[src/hdl/vscp_pkg.sv]
// vscp_pkg: shared types, opcode and code constants for the sprite command parser
// used by vscp_ctrl, vscp_dpath and vector_sprite_command_parser_core
// no dependencies
package vscp_pkg;

  // opcodes
  localparam logic [7:0] OP_END       = 8'd0;
  localparam logic [7:0] OP_COLOR     = 8'd1;
  localparam logic [7:0] OP_DITHER    = 8'd2;
  localparam logic [7:0] OP_THICK     = 8'd3;
  localparam logic [7:0] OP_XFORM_ON  = 8'd5;
  localparam logic [7:0] OP_XFORM_OFF = 8'd6;
  localparam logic [7:0] OP_SHIFT     = 8'd7;
  localparam logic [7:0] OP_POINT     = 8'd8;
  localparam logic [7:0] OP_LINE      = 8'd10;
  localparam logic [7:0] OP_RECT      = 8'd12;
  localparam logic [7:0] OP_CIRCLE    = 8'd14;
  localparam logic [7:0] OP_FILL_A    = 8'd21;
  localparam logic [7:0] OP_FILL_B    = 8'd22;
  localparam logic [7:0] OP_ARROW     = 8'd26;

  // command lengths in bytes, opcode included
  localparam logic [4:0] LEN_UNKNOWN = 5'd0;
  localparam logic [4:0] LEN_SINGLE  = 5'd1;
  localparam logic [4:0] LEN_COLOR   = 5'd2;
  localparam logic [4:0] LEN_DITHER  = 5'd3;
  localparam logic [4:0] LEN_THICK   = 5'd5;
  localparam logic [4:0] LEN_POINT   = 5'd9;
  localparam logic [4:0] LEN_CIRCLE  = 5'd13;
  localparam logic [4:0] LEN_LONG    = 5'd17;

  // result kinds
  localparam logic [2:0] KIND_PIXEL  = 3'd0;
  localparam logic [2:0] KIND_LINE   = 3'd1;
  localparam logic [2:0] KIND_RECT   = 3'd2;
  localparam logic [2:0] KIND_CIRCLE = 3'd3;
  localparam logic [2:0] KIND_DONE   = 3'd4;

  // stop reasons
  localparam logic [2:0] RSN_END       = 3'd0;
  localparam logic [2:0] RSN_TRUNC     = 3'd1;
  localparam logic [2:0] RSN_UNKNOWN   = 3'd2;
  localparam logic [2:0] RSN_OP_LIMIT  = 3'd3;
  localparam logic [2:0] RSN_EXHAUSTED = 3'd4;

  // configuration register indexes
  localparam int unsigned CFG_IDX_W = 1;
  localparam logic [CFG_IDX_W-1:0] REG_ANCHOR_X = 1'b0;
  localparam logic [CFG_IDX_W-1:0] REG_ANCHOR_Y = 1'b1;

  localparam logic [3:0] COLOR_WHITE = 4'd15;
  localparam logic [2:0] THICK_RESET = 3'd1;

  typedef struct packed {
    logic [7:0] data_byte;
    logic       stream_last;
  } in_t;

  typedef struct packed {
    logic [2:0]         kind;
    logic signed [31:0] xa;
    logic signed [31:0] ya;
    logic signed [31:0] xb;
    logic signed [31:0] yb;
    logic [3:0]         color;
    logic [2:0]         stop_reason;
    logic               run_last;
  } out_t;

  // controller to datapath
  typedef struct packed {
    logic accept;
    logic anch;
    logic diff;
    logic hor;
    logic draw_fire;
    logic done_fire;
  } ctl_t;

  // datapath to controller
  typedef struct packed {
    logic dec_draw;
    logic dec_done;
    logic is_line;
    logic pend_done;
    logic last_stroke;
    logic out_free;
  } sts_t;

  function automatic logic [4:0] cmd_len(input logic [7:0] op);
    logic [4:0] len;
    unique case (op)
      OP_END, OP_XFORM_ON, OP_XFORM_OFF:        len = LEN_SINGLE;
      OP_COLOR:                                 len = LEN_COLOR;
      OP_DITHER:                                len = LEN_DITHER;
      OP_THICK:                                 len = LEN_THICK;
      OP_SHIFT, OP_POINT, OP_FILL_A, OP_FILL_B: len = LEN_POINT;
      OP_LINE, OP_RECT, OP_ARROW:               len = LEN_LONG;
      OP_CIRCLE:                                len = LEN_CIRCLE;
      default:                                  len = LEN_UNKNOWN;
    endcase
    return len;
  endfunction

endpackage

[src/hdl/vscp_ctrl.sv]
// vscp_ctrl: sequencing state machine of the sprite command parser
// depends on vscp_pkg (ctl_t, sts_t)
module vscp_ctrl
  import vscp_pkg::*;
(
  input  logic clk_i,
  input  logic rst_ni,
  input  logic in_valid_i,
  output logic in_ready_o,
  input  sts_t sts_i,
  output ctl_t ctl_o
);

  typedef enum logic [5:0] {
    ST_IN   = 6'b000001,
    ST_ANCH = 6'b000010,
    ST_DIFF = 6'b000100,
    ST_HOR  = 6'b001000,
    ST_DRAW = 6'b010000,
    ST_DONE = 6'b100000
  } state_e;

  state_e st_q, st_d;
  logic   draw_end;

  assign in_ready_o = (st_q == ST_IN);
  assign draw_end   = !sts_i.is_line || sts_i.last_stroke;

  always_comb begin
    st_d  = st_q;
    ctl_o = '0;
    unique case (st_q)
      ST_IN: begin
        if (in_valid_i) begin
          ctl_o.accept = 1'b1;
          if (sts_i.dec_draw) begin
            st_d = ST_ANCH;
          end else if (sts_i.dec_done) begin
            st_d = ST_DONE;
          end
        end
      end
      ST_ANCH: begin
        ctl_o.anch = 1'b1;
        st_d = sts_i.is_line ? ST_DIFF : ST_DRAW;
      end
      ST_DIFF: begin
        ctl_o.diff = 1'b1;
        st_d = ST_HOR;
      end
      ST_HOR: begin
        ctl_o.hor = 1'b1;
        st_d = ST_DRAW;
      end
      ST_DRAW: begin
        if (sts_i.out_free) begin
          ctl_o.draw_fire = 1'b1;
          if (draw_end) begin
            st_d = sts_i.pend_done ? ST_DONE : ST_IN;
          end
        end
      end
      ST_DONE: begin
        if (sts_i.out_free) begin
          ctl_o.done_fire = 1'b1;
          st_d = ST_IN;
        end
      end
      default: st_d = ST_IN;
    endcase
  end

  always_ff @(posedge clk_i or negedge rst_ni) begin
    if (!rst_ni) begin
      st_q <= ST_IN;
    end else begin
      st_q <= st_d;
    end
  end

endmodule

[src/hdl/vscp_dpath.sv]
// vscp_dpath: parse state, operand store, anchor registers, stroke expansion
// and the output register of the sprite command parser
// depends on vscp_pkg
module vscp_dpath
  import vscp_pkg::*;
#(
  parameter int MAX_OPS   = 200,
  parameter int MAX_THICK = 5
) (
  input  logic                 clk_i,
  input  logic                 rst_ni,
  input  in_t                  in_data_i,
  input  logic                 cfg_we_i,
  input  logic [CFG_IDX_W-1:0] cfg_idx_i,
  input  logic [31:0]          cfg_wdata_i,
  input  ctl_t                 ctl_i,
  output sts_t                 sts_o,
  output logic                 out_valid_o,
  input  logic                 out_ready_i,
  output out_t                 out_data_o
);

  // stream parse state
  logic [7:0]  opc_q, opc_n;
  logic [4:0]  idx_q, idx_n;
  logic [7:0]  ops_q, ops_n;
  logic [3:0]  color_q, color_n;
  logic [2:0]  thick_q, thick_n;
  logic        stopped_q;
  logic [7:0]  opnd_q [16];

  logic [31:0] anchor_x_q, anchor_y_q;

  // per-byte emission context
  logic [2:0]  kind_q, kind_n;
  logic        is_line_q;
  logic        done_pend_q;
  logic [2:0]  reason_q;
  logic [3:0]  em_color_q;
  logic [2:0]  em_thick_q;

  // draw arithmetic
  logic [31:0] x1_q, y1_q, x2_q, y2_q;
  logic [32:0] dx_q, dy_q;
  logic        horiz_q;
  logic [2:0]  stroke_q;

  logic        out_valid_q;
  out_t        out_q;

  // decode of the incoming byte
  logic [7:0]  b;
  logic        last;
  logic        is_op;
  logic [4:0]  len_b, len_cur;
  logic [4:0]  idx_inc, k;
  logic        stop_now, exec_now, draw_now, dec_done;
  logic [2:0]  rsn_stop, reason_n;
  logic [31:0] thick_word;
  logic [31:0] w0, w1, w2, w3;

  assign b       = in_data_i.data_byte;
  assign last    = in_data_i.stream_last;
  assign is_op   = (idx_q == 5'd0);
  assign len_b   = cmd_len(b);
  assign len_cur = cmd_len(opc_q);
  assign idx_inc = idx_q + 5'd1;
  assign k       = idx_q - 5'd1;
  assign thick_word = {b, opnd_q[2], opnd_q[1], opnd_q[0]};

  always_comb begin
    opc_n    = opc_q;
    idx_n    = idx_q;
    ops_n    = ops_q;
    color_n  = color_q;
    thick_n  = thick_q;
    stop_now = 1'b0;
    exec_now = 1'b0;
    rsn_stop = RSN_END;
    if (is_op) begin
      if (ops_q >= 8'(MAX_OPS)) begin
        stop_now = 1'b1;
        rsn_stop = RSN_OP_LIMIT;
      end else begin
        ops_n = ops_q + 8'd1;
        if (b == OP_END) begin
          stop_now = 1'b1;
          rsn_stop = RSN_END;
        end else if (len_b == LEN_UNKNOWN) begin
          stop_now = 1'b1;
          rsn_stop = RSN_UNKNOWN;
        end else if (len_b > LEN_SINGLE) begin
          opc_n = b;
          idx_n = 5'd1;
        end
      end
    end else begin
      idx_n = idx_inc;
      if (idx_inc >= len_cur) begin
        exec_now = 1'b1;
        idx_n    = 5'd0;
        if (opc_q == OP_COLOR || opc_q == OP_DITHER) begin
          // forward the byte when it is the color byte itself
          color_n = (k[3:0] == 4'd0) ? b[3:0] : opnd_q[0][3:0];
        end else if (opc_q == OP_THICK) begin
          if ($signed(thick_word) < $signed(32'sd1)) begin
            thick_n = THICK_RESET;
          end else if ($signed(thick_word) > $signed(32'(MAX_THICK))) begin
            thick_n = 3'(MAX_THICK);
          end else begin
            thick_n = thick_word[2:0];
          end
        end
      end
    end
  end

  always_comb begin
    draw_now = 1'b0;
    kind_n   = KIND_PIXEL;
    unique case (opc_q)
      OP_SHIFT, OP_POINT: begin
        draw_now = exec_now;
        kind_n   = KIND_PIXEL;
      end
      OP_LINE, OP_ARROW: begin
        draw_now = exec_now;
        kind_n   = KIND_LINE;
      end
      OP_RECT: begin
        draw_now = exec_now;
        kind_n   = KIND_RECT;
      end
      OP_CIRCLE: begin
        draw_now = exec_now;
        kind_n   = KIND_CIRCLE;
      end
      default: ;
    endcase
  end

  assign dec_done = !stopped_q && (stop_now || last);

  always_comb begin
    if (stop_now) begin
      reason_n = rsn_stop;
    end else if (idx_n != 5'd0 && !(opc_n == OP_FILL_A || opc_n == OP_FILL_B)) begin
      reason_n = RSN_TRUNC;
    end else begin
      reason_n = RSN_EXHAUSTED;
    end
  end

  // control state
  always_ff @(posedge clk_i or negedge rst_ni) begin
    if (!rst_ni) begin
      opc_q       <= OP_END;
      idx_q       <= '0;
      ops_q       <= '0;
      color_q     <= COLOR_WHITE;
      thick_q     <= THICK_RESET;
      stopped_q   <= 1'b0;
      anchor_x_q  <= '0;
      anchor_y_q  <= '0;
      is_line_q   <= 1'b0;
      done_pend_q <= 1'b0;
      out_valid_q <= 1'b0;
    end else begin
      if (cfg_we_i) begin
        unique case (cfg_idx_i)
          REG_ANCHOR_X: anchor_x_q <= cfg_wdata_i;
          REG_ANCHOR_Y: anchor_y_q <= cfg_wdata_i;
          default: ;
        endcase
      end
      if (ctl_i.accept) begin
        if (last) begin
          opc_q     <= OP_END;
          idx_q     <= '0;
          ops_q     <= '0;
          color_q   <= COLOR_WHITE;
          thick_q   <= THICK_RESET;
          stopped_q <= 1'b0;
        end else if (!stopped_q) begin
          opc_q     <= opc_n;
          idx_q     <= idx_n;
          ops_q     <= ops_n;
          color_q   <= color_n;
          thick_q   <= thick_n;
          stopped_q <= stop_now;
        end
        is_line_q   <= (kind_n == KIND_LINE);
        done_pend_q <= dec_done;
      end
      if (ctl_i.draw_fire || ctl_i.done_fire) begin
        out_valid_q <= 1'b1;
      end else if (out_ready_i) begin
        out_valid_q <= 1'b0;
      end
    end
  end

  // operand bytes and emission context
  always_ff @(posedge clk_i) begin
    if (ctl_i.accept) begin
      if (!stopped_q && !is_op) begin
        opnd_q[k[3:0]] <= b;
      end
      kind_q     <= kind_n;
      reason_q   <= reason_n;
      em_color_q <= color_n;
      em_thick_q <= thick_q;
    end
  end

  assign w0 = {opnd_q[3],  opnd_q[2],  opnd_q[1],  opnd_q[0]};
  assign w1 = {opnd_q[7],  opnd_q[6],  opnd_q[5],  opnd_q[4]};
  assign w2 = {opnd_q[11], opnd_q[10], opnd_q[9],  opnd_q[8]};
  assign w3 = {opnd_q[15], opnd_q[14], opnd_q[13], opnd_q[12]};

  // anchoring, slope test and stroke stepping
  logic [32:0] abs_dx, abs_dy;
  logic [3:0]  offs4;
  logic [31:0] offs;
  logic        last_stroke;

  assign abs_dx = dx_q[32] ? (33'd0 - dx_q) : dx_q;
  assign abs_dy = dy_q[32] ? (33'd0 - dy_q) : dy_q;
  assign offs4  = {1'b0, stroke_q} - {2'b00, em_thick_q[2:1]};
  assign offs   = {{28{offs4[3]}}, offs4};
  assign last_stroke = (stroke_q == (em_thick_q - 3'd1));

  always_ff @(posedge clk_i) begin
    if (ctl_i.anch) begin
      x1_q     <= anchor_x_q + w0;
      y1_q     <= anchor_y_q + w1;
      x2_q     <= anchor_x_q + w2;
      y2_q     <= anchor_y_q + w3;
      stroke_q <= '0;
    end else if (ctl_i.draw_fire) begin
      stroke_q <= stroke_q + 3'd1;
    end
    if (ctl_i.diff) begin
      dx_q <= {x2_q[31], x2_q} - {x1_q[31], x1_q};
      dy_q <= {y2_q[31], y2_q} - {y1_q[31], y1_q};
    end
    if (ctl_i.hor) begin
      horiz_q <= (abs_dx >= abs_dy);
    end
  end

  // output register
  always_ff @(posedge clk_i) begin
    if (ctl_i.draw_fire) begin
      out_q.kind        <= kind_q;
      out_q.color       <= em_color_q;
      out_q.stop_reason <= RSN_END;
      out_q.run_last    <= (!is_line_q || last_stroke) && !done_pend_q;
      unique case (kind_q)
        KIND_LINE: begin
          if (horiz_q) begin
            out_q.xa <= x1_q;
            out_q.ya <= y1_q + offs;
            out_q.xb <= x2_q;
            out_q.yb <= y2_q + offs;
          end else begin
            out_q.xa <= x1_q + offs;
            out_q.ya <= y1_q;
            out_q.xb <= x2_q + offs;
            out_q.yb <= y2_q;
          end
        end
        KIND_RECT: begin
          out_q.xa <= x1_q;
          out_q.ya <= y1_q;
          out_q.xb <= w2;
          out_q.yb <= w3;
        end
        KIND_CIRCLE: begin
          out_q.xa <= x1_q;
          out_q.ya <= y1_q;
          out_q.xb <= w2;
          out_q.yb <= '0;
        end
        default: begin
          out_q.xa <= x1_q;
          out_q.ya <= y1_q;
          out_q.xb <= '0;
          out_q.yb <= '0;
        end
      endcase
    end else if (ctl_i.done_fire) begin
      out_q.kind        <= KIND_DONE;
      out_q.xa          <= '0;
      out_q.ya          <= '0;
      out_q.xb          <= '0;
      out_q.yb          <= '0;
      out_q.color       <= em_color_q;
      out_q.stop_reason <= reason_q;
      out_q.run_last    <= 1'b1;
    end
  end

  assign out_valid_o = out_valid_q;
  assign out_data_o  = out_q;

  assign sts_o.dec_draw    = !stopped_q && draw_now;
  assign sts_o.dec_done    = dec_done;
  assign sts_o.is_line     = is_line_q;
  assign sts_o.pend_done   = done_pend_q;
  assign sts_o.last_stroke = last_stroke;
  assign sts_o.out_free    = !out_valid_q || out_ready_i;

endmodule

[src/hdl/vector_sprite_command_parser_core.sv]
// throughput: bytes that yield no result are accepted back to back
// pixel, rect or circle: closing byte accept, then anchor add, then result
// line or arrow: accept, anchor add, 33-bit difference and slope compare, then one
// result per stroke (thickness 1..5) through the single output register; a done
// transaction adds a result; every result waits until the output register is free
// reset: async active low; anchors 0, color white, thickness 1, parser awaits opcode
//
// top level of the sprite command parser
// depends on vscp_pkg, vscp_ctrl and vscp_dpath
module vector_sprite_command_parser_core
  import vscp_pkg::*;
#(
  parameter int MAX_OPS   = 200,
  parameter int MAX_THICK = 5
) (
  input  logic                 clk_i,
  input  logic                 rst_ni,
  // stream byte channel
  input  logic                 in_valid_i,
  output logic                 in_ready_o,
  input  in_t                  in_data_i,
  // drawing command channel
  output logic                 out_valid_o,
  input  logic                 out_ready_i,
  output out_t                 out_data_o,
  // anchor register write port
  input  logic                 cfg_we_i,
  input  logic [CFG_IDX_W-1:0] cfg_idx_i,
  input  logic [31:0]          cfg_wdata_i
);

  // command and status between the sequencer and the datapath
  ctl_t ctl;
  sts_t sts;

  // the sequencer holds in_ready high only while waiting for a byte; a byte whose
  // command completes a draw moves it through anchor and stroke steps, with slope steps for a line
  vscp_ctrl u_ctrl (
    .clk_i      (clk_i),
    .rst_ni     (rst_ni),
    .in_valid_i (in_valid_i),
    .in_ready_o (in_ready_o),
    .sts_i      (sts),
    .ctl_o      (ctl)
  );

  // the datapath parses the byte in its accept cycle, snapshots the color and
  // stop reason so a stream reset on the last byte does not disturb results
  // still to be delivered, and owns the output register
  vscp_dpath #(
    .MAX_OPS   (MAX_OPS),
    .MAX_THICK (MAX_THICK)
  ) u_dpath (
    .clk_i       (clk_i),
    .rst_ni      (rst_ni),
    .in_data_i   (in_data_i),
    .cfg_we_i    (cfg_we_i),
    .cfg_idx_i   (cfg_idx_i),
    .cfg_wdata_i (cfg_wdata_i),
    .ctl_i       (ctl),
    .sts_o       (sts),
    .out_valid_o (out_valid_o),
    .out_ready_i (out_ready_i),
    .out_data_o  (out_data_o)
  );

endmodule
[config.mk]
export PLATFORM = sky130hd
export DESIGN_NAME = vector_sprite_command_parser_core
export DESIGN_NICKNAME = d
export VERILOG_FILES = /design/src/hdl/vscp_pkg.sv /design/src/hdl/vscp_ctrl.sv /design/src/hdl/vscp_dpath.sv /design/src/hdl/vector_sprite_command_parser_core.sv
export SDC_FILE = /design/constraint.sdc
export NUM_CORES = 2
export LEC_CHECK = 0
export ABC_CLOCK_PERIOD_IN_PS = 33100
export BUFFER_PORTS_ARGS = -buffer_cell sky130_fd_sc_hd__buf_4
export CAP_MARGIN = 10
export CORE_ASPECT_RATIO = 1.4
export CORE_MARGIN = 4
export CORE_UTILIZATION = 40
export CTS_CLUSTER_DIAMETER = 80
export DETAILED_ROUTE_END_ITERATION = 8
export PLACE_DENSITY = 0.57
export SLEW_MARGIN = 40
export SYNTH_ARGS = -nofsm -noshare
export SYNTH_HDL_FRONTEND = slang
export SYNTH_SLANG_ARGS = --single-unit
export TNS_END_PERCENT = 20
[constraint.sdc]
create_clock -name clk_i -period 33.1 [get_ports clk_i]
set_input_delay 3.31 -clock clk_i [delete_from_list [all_inputs] [get_ports clk_i]]
set_output_delay 3.31 -clock clk_i [all_outputs]
set_load 0.05 [all_outputs]
==> Flow_metrics.wiki <==
{| class="wikitable"
! Metric !! Value
|-
| Result of the run || finished clean
|-
| Root buf cell || sky130_fd_sc_hd__clkbuf_16
|-
| PwrDens || 51.9 mW/mm²
|-
| Syn avg cell area || 9.88 µm²
|-
| Die Wd || 269 µm
|-
| Number of buffers created by CTS || 59
|-
| Count of endpoints failing setup in the final report || 0
|-
| TritonCTS clock tree || yes
|-
| Initial antenna violation count || 2
|-
| Placed cell areas || 0.0408 mm²
|-
| Worst slew margin relative to its limit || 46.4%
|-
| Post-CTS clock slew at the launch and capture registers of the worst setup and hold paths || 70 ps
|-
| Final min period || 5530 ps
|-
| Register-to-register setup slack || 28,130 ps
|-
| Router iterations before antenna repair || 6
|-
| Synth Register Bits || 579
|-
| Number of max-capacitance violations reported || 0
|-
| Overall fraction of global-route tracks in use || 23.4%
|-
| Synth Instances || 3,854
|-
| Net count after synthesis || 4,178
|-
| Minimum setup slack in the final design || 27,570 ps
|-
| First-pass GRT wire length || 179 mm
|-
| Layout area overhead || 12.9%
|-
| Worst-case reg-to-reg path depth || 17
|-
| Worst slack, placed || 26,590 ps
|-
| Antenna viol nets, final || 0
|-
| Maximum clock frequency || 181 MHz
|-
| Combinational family with the most area after synthesis || simple AND/OR/NAND/NOR gates
|-
| Kind of launch point of the worst setup path || input pin
|-
| Via density per instance || 5.77
|-
| Total Routed Length || 120 mm
|-
| Number of buffers between clock root and the deepest sink || 3
|-
| Power after layout || 2.23 mW
|-
| Share of the clock period used by the worst path after layout || 16.7%
|-
| Clock skew after layout || 15.7 ps
|-
| Layout cells sized above 1 || 11.1%
|-
| Basic-gate share of the synthesized area counting and, or, nand and nor cells || 16.3%
|-
| Most used flip-flop cell after synthesis || sky130_fd_sc_hd__edfxtp_1
|-
| Worst-path fanout max || 69
|-
| Count of cells along the worst hold path || 0
|-
| Global route overflow || 0
|-
| Total count of max-transition violations in the final report || 0
|-
| Final HPWL DP || 94.4 mm
|-
| Final #Nets || 4,326
|-
| Portion of the post-synthesis area used by sequential elements || 44.2%
|-
| Boundary pin count || 188
|-
| Fraction of synthesized cell area in xor and xnor cells || 8.01%
|-
| Critical path capture point type || flip-flop
|-
| Cell seen most often among critical-path stages || sky130_fd_sc_hd__buf_4
|-
| Worst stage delay on the critical path || 710 ps
|-
| Most common cell after layout, fill and taps aside || sky130_fd_sc_hd__edfxtp_1
|-
| Iteration-0 DRC Markers || 2,889
|-
| Count of different cell masters after synthesis || 84
|-
| Number of placement rows || 133
|-
| Initial Util || 40.4%
|-
| Share of async-settable or async-resettable flops after synthesis || 17.6%
|-
| Vias in the first global route || 29,100
|-
| Post-CTS setup buffer count || 0
|-
| DRC || 0
|-
| Slowest stage cell on the critical path || sky130_fd_sc_hd__buf_4
|-
| Adder and majority cell fraction of the synthesized area || 9.32%
|-
| Terminating pin of the worst hold path || u_dpath.em_thick_q[1]
|-
| RePlAce Congestion || 0.928
|-
| Die area || 0.100 mm²
|-
| Post-Route Utilization || 45.6%
|-
| Worst endpoint required time || 33,380 ps
|-
| Sinks on Clock Net || 579
|-
| Slew at the pin with the worst max-slew slack || 804 ps
|-
| HP Start || u_dpath.thick_q[1]
|-
| Yosys warning total || 0
|-
| Type of the worst min-delay path || reg2reg
|-
| IO buf count || 187
|-
| Post-synthesis compound-gate area fraction || 16.2%
|-
| Die Y-Extent || 373 µm
|-
| RSZ-0062 raised after global routing || no
|-
| Post-synth EDFFs || 471
|-
| Number of H-tree levels || 2
|-
| CP cell instances || buf_4 -> nand2b_1 -> nand2_8 -> o21ai_4 -> buf_6 -> buf_4
|-
| Final routed wire length divided by cell count || 22.8 µm
|-
| Maximum VDD drop || 0.0365 mV
|-
| Cell Area, Synth || 0.0381 mm²
|-
| CTS hold repair buffers || 0
|-
| Most frequent cells in the layout || 471 x sky130_fd_sc_hd__edfxtp_1, 356 x sky130_fd_sc_hd__nor2_1, 307 x sky130_fd_sc_hd__nand2_1
|-
| Share of cell area taken by muxes after synthesis || 2.92%
|-
| Launch point of the worst reg-to-reg path || u_dpath.dy_q[0]
|-
| Critical Setup Path Class || in2reg
|-
| Number of vias in the routed layout || 30,400
|-
| Leak || 16.0 nW
|-
| Endpoints failing hold || 0
|-
| Post-cts sizing count || 0
|-
| Worst path arrival time || 5810 ps
|-
| Maximum number of pins on one net before global-route repair || 71
|-
| Clock network latency to the later pin of the worst-skew pair || 650 ps
|-
| Total non-filler cell area in the finished layout || 0.0430 mm²
|-
| Sum of negative setup slack || 0 ps
|-
| Core outline area || 0.0942 mm²
|-
| R2R Path End || u_dpath.horiz_q
|}
-- worst max-delay path: cells and delay by family --
family / cells / cell delay, ps
buf+inv: 3 / 1350
simple gates: 2 / 600
compound gates: 1 / 400
-- report_power, final --
part           internal [mW]  switching (mW)
combinational          0.190           0.387
clock                  0.433           0.308
sequential             0.864          0.0495
-- metrics by stage --
step / hold slack (ps) / std cells
after global routing: 468 / 5267
final: 462 / 5271
after CTS: 462 / 5267
after global placement: 436 / 5152
after detailed placement: 437 / 5156
after floorplan: 418 / 3854
-- Yosys cell counts, types with 14 or more instances --
library cell / count / area share [%]
sky130_fd_sc_hd__a211oi_1: 33 / 0.65
sky130_fd_sc_hd__a21o_1: 85 / 1.7
sky130_fd_sc_hd__a21oi_1: 269 / 3.5
sky130_fd_sc_hd__a22oi_1: 23 / 0.45
sky130_fd_sc_hd__a31oi_1: 41 / 0.67
sky130_fd_sc_hd__a41oi_1: 15 / 0.35
sky130_fd_sc_hd__and2_1: 25 / 0.41
sky130_fd_sc_hd__and3_1: 31 / 0.51
sky130_fd_sc_hd__buf_1: 18 / 0.18
sky130_fd_sc_hd__clkbuf_1: 103 / 1.0
sky130_fd_sc_hd__dfrtp_1: 96 / 6.3
sky130_fd_sc_hd__edfxtp_1: 471 / 37
sky130_fd_sc_hd__ha_1: 266 / 8.7
sky130_fd_sc_hd__inv_1: 164 / 1.6
sky130_fd_sc_hd__mux2_2: 73 / 2.2
sky130_fd_sc_hd__mux2i_1: 29 / 0.76
sky130_fd_sc_hd__nand2_1: 309 / 3.0
sky130_fd_sc_hd__nand2b_1: 59 / 0.97
sky130_fd_sc_hd__nand3_1: 96 / 1.3
sky130_fd_sc_hd__nand4_1: 51 / 0.84
sky130_fd_sc_hd__nor2_1: 359 / 3.5
sky130_fd_sc_hd__nor2b_1: 40 / 0.66
sky130_fd_sc_hd__nor3_1: 108 / 1.4
sky130_fd_sc_hd__nor4_1: 54 / 0.89
sky130_fd_sc_hd__o211ai_1: 20 / 0.39
sky130_fd_sc_hd__o21a_1: 45 / 0.89
sky130_fd_sc_hd__o21ai_0: 231 / 3.0
sky130_fd_sc_hd__o21bai_1: 18 / 0.35
sky130_fd_sc_hd__o22ai_1: 22 / 0.36
sky130_fd_sc_hd__o31ai_1: 35 / 0.69
sky130_fd_sc_hd__o41ai_1: 16 / 0.37
sky130_fd_sc_hd__or2_2: 14 / 0.23
sky130_fd_sc_hd__or3_1: 63 / 1.0
sky130_fd_sc_hd__or4_1: 17 / 0.34
sky130_fd_sc_hd__xnor2_1: 254 / 5.8
sky130_fd_sc_hd__xor2_1: 94 / 2.2
-- routing by layer --
metal | part of all wire (%) | vias up | global-route usage, %
li1 | - | 14600 | -
met1 | 44 | 14500 | 32.2
met2 | 45 | 1030 | 37.2
met3 | 5.4 | 238 | 2.43
met4 | 5.6 | 2 | 11.0
met5 | 0.010 | - | 0
-- worst max path at each step --
stage / from / end / slack, ps / depth (start not counted)
2_1_floorplan: out_ready_i / u_dpath.out_data_o[4] / 19030 / 5
3_3_place_gp: out_ready_i / u_dpath.out_data_o[121] / 26380 / 6
3_5_place_dp: out_ready_i / u_dpath.out_data_o[123] / 26590 / 6
4_1_cts: out_ready_i / u_dpath.out_data_o[134] / 27300 / 6
5_1_grt: out_ready_i / u_dpath.out_data_o[41] / 27340 / 6
6_report: out_ready_i / u_dpath.out_data_o[41] / 27570 / 6
-- sequential cells by signal, summed over array words and instances, names as in the netlist, 3 cells and up --
name / cells
u_ctrl.st_q: 6
u_dpath.anchor_x_q: 32
u_dpath.anchor_y_q: 32
u_dpath.color_q: 4
u_dpath.dx_q: 33
u_dpath.dy_q: 33
u_dpath.em_color_q: 4
u_dpath.em_thick_q: 3
u_dpath.idx_q: 5
u_dpath.opc_q: 8
u_dpath.opnd_q: 128
u_dpath.ops_q: 8
u_dpath.out_data_o: 139
u_dpath.reason_q: 3
u_dpath.stroke_q: 3
u_dpath.thick_q: 3
u_dpath.x1_q: 32
u_dpath.x2_q: 32
u_dpath.y1_q: 32
u_dpath.y2_q: 32
-- cell type report --
| class | instances | area, µm² |
|---|---|---|
| Clock inverter | 47 | 623 |
| Clock buffer | 64 | 1510 |
| Timing Repair Buffer | 221 | 1690 |
| Sequential cell | 579 | 16800 |
| Multi-Input combinational cell | 2975 | 20200 |
| Inverter | 166 | 623 |
| Antenna cell | 4 | 10.0 |
| Tap cell | 1215 | 1520 |
| Fill cell | 9018 | 51200 |
-- logic make-up after synthesis --
logic type | after synthesis
buffers and inverters | 300
AND/OR/NAND/NOR | 1277
multiplexers | 102
adder cells (fa/ha/maj) | 277
flip-flops | 579
XOR/XNOR | 348
AO/OA/AOI/OAI | 971
Power figures use the tool's default switching activity.
